File: config.mk
export PLATFORM = sky130hd
export DESIGN_NAME = tlrqs_divider
export DESIGN_NICKNAME = d
export VERILOG_FILES = /design/src/design/two_level_run_queue_scheduler_unit_defines.svh /design/src/design/tlrqs_pkg.sv /design/src/design/tlrqs_divider.sv
export SDC_FILE = /design/constraint.sdc
export NUM_CORES = 1
export LEC_CHECK = 0
export ABC_AREA = 1
export BUFFER_PORTS_ARGS = -buffer_cell sky130_fd_sc_hd__buf_4
export CORE_MARGIN = 2
export CORE_UTILIZATION = 54
export CTS_BUF_LIST = sky130_fd_sc_hd__clkbuf_16
export CTS_CLUSTER_SIZE = 16
export DETAILED_ROUTE_END_ITERATION = 12
export HOLD_SLACK_MARGIN = 0.1
export PLACE_DENSITY = 0.78
export SETUP_SLACK_MARGIN = 0.4
export SLEW_MARGIN = 20
export SYNTH_ARGS = -nofsm -noshare
export SYNTH_HDL_FRONTEND = slang
export SYNTH_SLANG_ARGS = --single-unit
File: constraint.sdc
create_clock -name clk -period 2.3 [get_ports clk]
set_clock_uncertainty 0.05 [all_clocks]
set_input_delay 0.115 -clock clk [delete_from_list [all_inputs] [get_ports clk]]
set_output_delay 0.115 -clock clk [all_outputs]
set_load 0.01 [all_outputs]
File: src/design/two_level_run_queue_scheduler_unit_defines.svh
// Assertion macros shared by the scheduler RTL.
`ifndef TWO_LEVEL_RUN_QUEUE_SCHEDULER_UNIT_DEFINES_SVH
`define TWO_LEVEL_RUN_QUEUE_SCHEDULER_UNIT_DEFINES_SVH

// Same-cycle implication, checked on every rising clock edge outside reset.
`define TLRQS_ASSERT_IMPL(label, ante, cons) \
    label: assert property (@(posedge clk) disable iff (!rst_n) (ante) |-> (cons)) \
        else $error("scheduler assertion failed");

// Next-cycle implication, checked on every rising clock edge outside reset.
`define TLRQS_ASSERT_NEXT(label, ante, cons) \
    label: assert property (@(posedge clk) disable iff (!rst_n) (ante) |=> (cons)) \
        else $error("scheduler assertion failed");

`endif

File: src/design/tlrqs_pkg.sv
// Package with the types and fixed constants of the two-level run queue scheduler.
`default_nettype none

package tlrqs_pkg;

    // Width of a task identifier.
    localparam int ID_W = 16;

    // Widths of the configuration registers.
    localparam int WORKER_W = 7;
    localparam int FAIR_W   = 8;
    localparam int CFG_W    = 8;

    // Register reset values.
    localparam logic [WORKER_W-1:0] WORKER_RESET   = 7'd1;
    localparam logic [FAIR_W-1:0]   FAIRNESS_RESET = 8'd61;

    // Configuration register indexes.
    localparam logic CFG_WORKER_COUNT    = 1'b0;
    localparam logic CFG_FAIRNESS_PERIOD = 1'b1;

    // Operation codes of an input word.
    localparam logic OP_ENQUEUE  = 1'b0;
    localparam logic OP_SCHEDULE = 1'b1;

    // One result word.
    typedef struct packed {
        logic            found;
        logic [ID_W-1:0] picked_task;
        logic            spilled;
        logic            dropped;
    } result_t;

endpackage

`default_nettype wire

File: src/design/tlrqs_divider.sv
// Restoring divider, one quotient bit per cycle, for the batch size.
`default_nettype none

module tlrqs_divider import tlrqs_pkg::*; #(
    parameter int DIVIDEND_W = 11
) (
    input  wire logic                  clk,
    input  wire logic                  rst_n,
    input  wire logic                  start,
    input  wire logic [DIVIDEND_W-1:0] dividend,
    input  wire logic [WORKER_W-1:0]   divisor,
    output logic                       done,
    output logic [DIVIDEND_W-1:0]      quotient
);

    localparam int CNT_W = $clog2(DIVIDEND_W + 1);

    logic                  busy_reg;
    logic                  done_reg;
    logic [CNT_W-1:0]      cnt_reg;
    logic [WORKER_W-1:0]   rem_reg;
    logic [DIVIDEND_W-1:0] quot_reg;
    logic [WORKER_W-1:0]   div_reg;

    logic [WORKER_W:0]     shifted;
    logic                  ge;
    logic [WORKER_W:0]     rem_diff;
    logic [WORKER_W-1:0]   rem_next;
    logic [DIVIDEND_W-1:0] quot_next;

    // The remainder stays below the divisor, so it fits the divisor width.
    always_comb
    begin
        shifted   = {rem_reg, quot_reg[DIVIDEND_W-1]};
        ge        = (shifted >= {1'b0, div_reg});
        rem_diff  = ge ? (shifted - {1'b0, div_reg}) : shifted;
        rem_next  = rem_diff[WORKER_W-1:0];
        quot_next = {quot_reg[DIVIDEND_W-2:0], ge};
    end

    always_ff @(posedge clk or negedge rst_n)
    begin
        if (!rst_n)
        begin
            busy_reg <= 1'b0;
            done_reg <= 1'b0;
            cnt_reg  <= '0;
        end
        else if (start)
        begin
            busy_reg <= 1'b1;
            done_reg <= 1'b0;
            cnt_reg  <= CNT_W'(DIVIDEND_W);
        end
        else if (busy_reg)
        begin
            cnt_reg <= cnt_reg - CNT_W'(1);
            if (cnt_reg == CNT_W'(1))
            begin
                busy_reg <= 1'b0;
                done_reg <= 1'b1;
            end
        end
        else
        begin
            done_reg <= 1'b0;
        end
    end

    always_ff @(posedge clk)
    begin
        if (start)
        begin
            rem_reg  <= '0;
            quot_reg <= dividend;
            div_reg  <= divisor;
        end
        else if (busy_reg)
        begin
            rem_reg  <= rem_next;
            quot_reg <= quot_next;
        end
    end

    assign done     = done_reg;
    assign quotient = quot_reg;

endmodule

`default_nettype wire

Yosys cells after proc, flatten, opt, wreduce, memory -nomap -nowiden. Index checks and enable logic that the tools add are counted.

Output and inout bits: 12. Register bits after elaboration: 31. Bits of input ports: 21.

Multiplexer cells: 11. Equality and inequality tests: 2. Reduce and logical (&&, ||, !) cells: 1. $lt $le $gt $ge: 1. $add $sub $neg: 2.

Operators by type and width (number): two-way mux 11 bit (2); greater-or-equal comparator 8 x 7 -> 1 bit (1); two-way mux 4 bit (2); two-way mux 7 bit (1); subtractor 7 bit (1); two-way mux 1 bit (6); == test 4 x 1 -> 1 bit (second input constant) (1); subtractor 4 x 1 -> 4 bit (second input constant) (1); != test 3 x 2 -> 1 bit (second input constant) (1); nonzero test 2 bit (1).

Depth between registers and ports, before layout. Gate-level depths: netlist (run 1).

Depth after elaboration: 4. Mapped depth: 12.

Worst setup path after synthesis (run 1). OpenSTA, ideal clock, no wires.

Path type: reg-to-reg. Start point: reg quot_reg[10], in the netlist quotient[10]. End point: reg rem_reg[0]. Cell stages (with the launch flop): 12. Setup time: 124 ps. Path slack: 504 ps. Arrival time: 1622 ps. Path through: edfxtp_1 > inv_1 > ha_1 > fa_1 > inv_1 > nand2_1 > nand2_2 > nand3_1 > nand3_4 > nand2_1 > nand3_1 > o21ai_2.

Cells in the longest elaborated chain, start to end: 2. Elaborated cells between the ends (all ways): 3. Those cells by class: add/sub: 1; order compare: 1; mux: 1.

Ends and longest elaborated chain: start, declared (line tlrqs_divider.sv:22) `logic [DIVIDEND_W-1:0] quot_reg;`; start signal, assigned (line tlrqs_divider.sv:75) `quot_reg <= dividend;`; start signal, assigned (line tlrqs_divider.sv:81) `quot_reg <= quot_next;`; subtractor 7 bit / greater-or-equal comparator 8 x 7 -> 1 bit (equally long branches) (line tlrqs_divider.sv:36, tlrqs_divider.sv:35); two-way mux 7 bit * (line tlrqs_divider.sv:36) `rem_diff = ge ? (shifted - {1'b0, div_reg}) : shifted;`; end signal, assigned (line tlrqs_divider.sv:80) `rem_reg <= rem_next;`; end, declared (line tlrqs_divider.sv:21) `logic [WORKER_W-1:0] rem_reg;`.

Every way passes the cells marked *; elsewhere a longest branch is shown, timed or not. A chain may end at the register's enable or synchronous reset.

Final worst setup path (run 1).
Start point: reg div_reg[0]. End point: reg quot_reg[0], in the netlist quotient[0] (data pin).

Cells in the longest elaborated chain, start to end: 3.

Ends and longest elaborated chain: start, declared (line tlrqs_divider.sv:23) `logic [WORKER_W-1:0] div_reg;`; start signal, assigned (line tlrqs_divider.sv:76) `div_reg <= divisor;`; greater-or-equal comparator 8 x 7 -> 1 bit (line tlrqs_divider.sv:35) `ge = (shifted >= {1'b0, div_reg});`; two-way mux 11 bit (line tlrqs_divider.sv:78) `else if (busy_reg)`; two-way mux 11 bit (line tlrqs_divider.sv:72) `if (start)`.

No other way between the ends. The select of a mux whose other input is x is not followed.

==> results of run 1 <==
-- critical path: cells and delay by family (launching register included) --
kind	cells	cell delay, ps
AOI/OAI and AO/OA	1	180
DFF	1	420
adders and majority gates	2	560
buffers and inverters	1	60
and+or+nand+nor	5	360
-- power by group --
part	internal [uW]	total (uW)	switching [uW]
clock network	392	607	215
registers	697	761	64.4
logic	418	1010	592
-- cell usage in the layout, fill, tap and decap left out, drive strengths merged, types with 2 or more instances in the layout --
| master | instances |
|---|---|
| clkinv | 2 |
| nand3b | 5 |
| nand4 | 2 |
| inv | 28 |
| o21ai | 4 |
| nand3 | 18 |
| ha | 9 |
| a21oi | 5 |
| xor2 | 2 |
| dfxtp | 7 |
| dfrtp | 6 |
| edfxtp | 18 |
| nor2 | 11 |
| nand2 | 76 |
| dlygate4sd3 | 18 |
| clkbuf | 5 |
| a31oi | 2 |
| buf | 33 |
-- final cells by class --
class                      instances  area, um2  area share (%)
timing repair buffer              51        428            18.1
clock inverter                     3       15.0           0.635
tap                               44       55.1            2.33
clock buffer                       5        125            5.29
multi-input combinational        138        806            34.1
sequential                        31        831            35.1
inverter                          28        105            4.44
-- layer usage --
layer	up-vias	share of wire [%]
met5	-	0
met4	0	1.4
met3	4	4.5
met2	38	50
met1	670	44
li1	755	-
-- cell families (layout without fill, tap and decap cells) --
logic type      count (synthesis)  after routing  synth area share [%]
simple gates                  114            114                  31.0
flops                          31             31                  48.5
buf+inv                        31             87                  7.02
compound gates                 12             12                  4.68
fa+ha+maj                      10             10                  7.75
xor+xnor                        2              2                  1.02
-- timing repair --
item                       in CTS  in global routing
gates resized for setup         3                  8
setup endpoints to repair       1                  8
pin swaps                       1                  3
setup buffers                   0                  1
hold endpoints to repair       23                  0
hold buffers                   18                  0
-- path summary, 6_finish.rpt --
| path | startpoint | endpoint | depth (start not counted) |
|---|---|---|---|
| min reg2reg | rem_reg[5]$_SDFFE_PP0P_ | rem_reg[5]$_SDFFE_PP0P_ | 2 |
| max | div_reg[0]$_DFFE_PP_ | quotient[0]$_DFFE_PP_ | 9 |
| max in group asynchronous | rst_n | busy_reg$_DFF_PN0_ | 2 |
| max reg2reg | div_reg[0]$_DFFE_PP_ | quotient[0]$_DFFE_PP_ | 9 |
| min | rst_n | cnt_reg[3]$_DFFE_PN0P_ | 2 |
| min in group clk | dividend[0] | quotient[0]$_DFFE_PP_ | 3 |
-- through the flow --
step / utilization [%] / hold WS, ps / area (um2) / total power, uW
floorplan: - / -231 / 1710 / 1450
global placement: 65.8 / -125 / 1990 / 1650
detailed placement: 65.8 / -123 / 1990 / 1670
CTS: 76.8 / 133 / 2330 / 2330
global route: 78.1 / 141 / 2360 / 2560
finish: 78.1 / 145 / 2360 / 2380
==> run_results.csv, run 1 <==
group,metric,value,unit
status,outcome,"finished clean",
finish,drive_gt1_share,25.8,%
route,num_vias,1467,
global_route,grt_usage,23.1,%
cts,cts_max_path_buffers,2,
critical_path,cp_data_required_time,2370,ps
global_route,grt_use_met3,7.36,%
cts,cts_root_buf,"clkbuf_16",
cts,clk_latency,270,ps
route,first_pass_iters,4,
logic_synthesis,seq_area_frac_synth,48.5,%
critical_path,crit_chain,"ha_4 > fa_2 > inv_2 > nand2_1 > nand2_2 > nand2_2 > nand2_2 > nand2_4 > a31oi_4",
sta,rsz0062_at_grt,"false",
global_route,antenna_found_initial,0,
critical_path,cp_max_fo,8,
floorplan,dieHeight,60.3,um
critical_path,max_stage_delay,420,ps
finish,stdcell_count,300,
global_route,grt_pass1_vias,1323,
logic_synthesis,avgSynthCellArea,8.56,um2
finish,antenna_cells,0,
finish,largest_reg_flops,11,
critical_path,worstSetupStartpointType,"flop",
sta,finalCritPeriodShare,78.0,%
floorplan,pin_count,33,
place,routabilityCongestion,0.787,
critical_path,worstPathArrival,1860,ps
place,post-place-ws,414,ps
cts,numCtsBuffers,5,
floorplan,core,3030,um2
floorplan,initial_core_util,56.5,%
sta,finalHoldViolations,0,
sta,relSlewSlack,68.6,%
cts,cts.clk_slew.worst_paths,50,ps
logic_synthesis,ys_top_cells_by_count,"nand2_1, inv_1, edfxtp_1, nand3_1, ha_1",
logic_synthesis,synthFlopType,"edfxtp_1",
critical_path,r2r_slack,510,ps
logic_synthesis,synth.most_common_cell,"nand2_1",
pwr,p_per_area,1010,nW/um2
logic_synthesis,synth.area.top_cells,"edfxtp_1, nand2_1, dfrtp_1",
route,viasPerCell,4.89,
floorplan,chipWidth,60.3,um
flow_run,drv_cap,0,
logic_synthesis,ys_warn_count,0,
route,post_drt_wl_per_cell,12.8,um
min_path,hp-class,"primary input to async pin",
sta,tightest_slew,470,ps
critical_path,cp_slowest_cell,"edfxtp_1",
place,post-dp-hpwl,2.49,mm
logic_synthesis,ys_ff_latch,31,
route,totalWireLength,3.84,mm
logic_synthesis,synth_edf_count,18,
critical_path,crit_type,"flop to flop",
finish,layout.nets,286,
place,dp_cells,273,
route,drc,0,
sta,period_minus_slack,1790,ps
logic_synthesis,synth_top_cell_by_area,"edfxtp_1",
critical_path,endpoint_kind,"flop",
logic_synthesis,synthesis.nets,231,
cts,cts_tree,"done",
pwr,p_leak,0.00116,uW
sta,timing.fmax,0.557,GHz
floorplan,die_area,3640,um2
logic_synthesis,synth_cells,200,
place,port_buffers,32,
cts,clock-sinks,31,
route,drt_iter0_drc,101,
global_route,top_usage_layer,"met2",
cts,ctsHtreeMaxLevel,2,
route,drtAntennaViolNets,0,
floorplan,rows,20,
sta,worst_slack,506,ps
global_route,grtUsageMet1,29.9,%
global_route,use_met2,35.9,%
finish,nFillCells,211,
global_route,grt_first_pass_wirelength,5.95,mm
global_route,grt_overflow_total,0,
logic_synthesis,ys_types,29,
critical_path,crit_top_cell,"nand2_2",
logic_synthesis,synth_async_sr_flop_share,19.4,%
sta,tns,0,ps
finish,synthToLayoutAreaGrowth,38.2,%
pwr,peakVddDrop,857,uV
sta,setup_viol,0,
logic_synthesis,netlist_area,1710,um2
sta,slew_viol_final,0,
global_route,grt_max_degree,24,
logic_synthesis,synth.top_cell.area_share,31.6,%
(Power assumes the default switching activity.)
==> run 2: changes to the inputs <==
CORE_UTILIZATION = 49   (was 54)
PLACE_DENSITY = 0.75   (was 0.78)
clock period = 1.6 ns   (was 2.3 ns; I/O delays follow)
==> run_results.csv, run 2 (synthesis gave the netlist of run 1 again) <==
group,metric,value,unit
route,first_pass_iters,4,
finish,regArea,831,um2
pwr,p_leak,0.00129,uW
critical_path,crit_type,"flop to flop",
place,port_buffers,32,
finish,stdcell_count,320,
critical_path,crit_chain,"ha_4 > fa_2 > buf_4 > buf_4 > xor2_1 > nand2_1 > nand3_1 > nand2_1",
sta,period_minus_slack,1820,ps
sta,finalCritPeriodShare,113,%
floorplan,rows,21,
global_route,antenna_found_initial,0,
global_route,grt_overflow_total,0,
cts,clock-sinks,31,
critical_path,worstPathArrival,1930,ps
pwr,peakVddDrop,1130,uV
global_route,grt_max_degree,24,
route,totalWireLength,4.84,mm
global_route,grt_usage,24.9,%
finish,largest_reg_flops,11,
floorplan,core,3340,um2
finish,drive_gt1_share,34.3,%
cts,numCtsBuffers,5,
pwr,p_total,4070,uW
place,post-dp-hpwl,2.60,mm
sta,relSlewSlack,79.2,%
cts,clk_latency,280,ps
finish,mostFrequentLayoutCell,"nand2_1",
cts,cts_tree,"done",
sta,slew_viol_final,0,
critical_path,endpoint_kind,"flop",
critical_path,cp_data_required_time,1720,ps
critical_path,crit_buf_inv,2,
sta,finalHoldViolations,0,
route,viasPerCell,5.06,
place,dp_cells,288,
critical_path,cp_max_fo,2,
place,routabilityCongestion,0.771,
cts,cts_root_buf,"clkbuf_16",
floorplan,die_area,3980,um2
cts,cts.clk_slew.worst_paths,50,ps
route,num_vias,1619,
min_path,hp-class,"primary input to flop",
critical_path,cp_slowest_cell,"edfxtp_1",
route,drtAntennaViolNets,0,
finish,multiInputGateArea,870,um2
route,drc,0,
flow_run,drv_cap,0,
sta,timing.fmax,0.551,GHz
cts,ctsHtreeMaxLevel,2,
finish,most-common-layout-cells,"nand2_1, buf_4, inv_1, dlygate4sd3_1, edfxtp_1",
sta,setup_viol,8,
finish,layout.nets,304,
status,outcome,"finished with violations",
floorplan,initial_core_util,51.3,%
finish,synthToLayoutAreaGrowth,52.3,%
sta,rsz0062_at_grt,"true",
global_route,grt_pass1_vias,1657,
route,drt_iter0_drc,76,
sta,worst_slack,-216,ps
finish,nFillCells,213,
global_route,grt_first_pass_wirelength,7.51,mm
route,post_drt_wl_per_cell,15.1,um
floorplan,chipWidth,63.1,um
floorplan,dieHeight,63.1,um
finish,final_core_util,78.1,%
critical_path,cp_top_family,"adder cells",
finish,antenna_cells,0,
critical_path,max_stage_delay,410,ps
pwr,p_per_area,1560,nW/um2
status,violations,"negative setup slack",
sta,tightest_slew,311,ps
floorplan,pin_count,33,
critical_path,worstSetupStartpointType,"flop",
cts,cts_max_path_buffers,2,
## run 2: cell count changes in the layout (fill, tap and decap cells not counted), moves of 2 or more
cell           change
clkinv_1           -2
nand3_2            +5
nand2_1            -3
nand2_4            +3
buf_4             +15
dlygate4sd3_1      +2
nand3_1            -6
## run 2: power breakdown
| group | leakage, uW | switching [uW] | internal [uW] | total (uW) |
|---|---|---|---|---|
| Clock | 0.0000864 | 326 | 721 | 1050 |
| Sequential | 0.000313 | 102 | 1000 | 1100 |
| Combinational | 0.000892 | 1060 | 857 | 1920 |
## run 2: final cells by class
type	instances	area share, %
inverters	28	4.03
multi-input cells	138	33.4
clock buffers	5	4.80
well taps	46	2.21
flip-flops and latches	31	31.9
clock inverters	3	1.44
repair buffers	69	22.3
## run 2: final timing paths
check                                         from                      end  slack [ps]  cells past startpoint
max                           div_reg[0]$_DFFE_PP_  rem_reg[2]$_SDFFE_PP0P_        -220                      8
min                                          start     div_reg[5]$_DFFE_PP_         170                      1
max reg2reg                   div_reg[0]$_DFFE_PP_  rem_reg[2]$_SDFFE_PP0P_        -220                      8
min reg2reg                rem_reg[3]$_SDFFE_PP0P_  rem_reg[3]$_SDFFE_PP0P_         420                      2
max in group asynchronous                    rst_n   cnt_reg[0]$_DFFE_PN0P_         570                      3
min in group asynchronous                    rst_n   cnt_reg[3]$_DFFE_PN0P_         700                      3
## run 2: metal layers
metal | vias to the layer above | global-route usage (%) | routed length, um | part of all wire, %
li1 | 788 | - | - | -
met4 | 0 | 11.1 | 101 | 2.1
met5 | - | 0 | 0 | 0
met1 | 778 | 28.6 | 1920 | 40
met2 | 42 | 43.9 | 2630 | 54
met3 | 11 | 5.71 | 188 | 3.9
## run 2: metrics by stage
stage	setup WS, ps	setup TNS, ps	area [um2]	hold slack (ps)
finish	-216	-1390	2610	169
global route	-261	-1860	2610	174
CTS	-125	-786	2530	165
detailed placement	-136	-997	2110	-160
global placement	-94.0	-650	2110	-161
floorplan	-101	-727	1720	-266
## run 2: repair_timing
| action | 4_1_cts | 5_1_grt |
|---|---|---|
| endpoints found under the hold margin | 24 | 0 |
| resized for setup | 9 | 14 |
| hold buffers | 20 | 0 |
| endpoints found under the setup margin | 8 | 9 |
| buffers inserted | 2 | 2 |
| pin swaps | 2 | 3 |
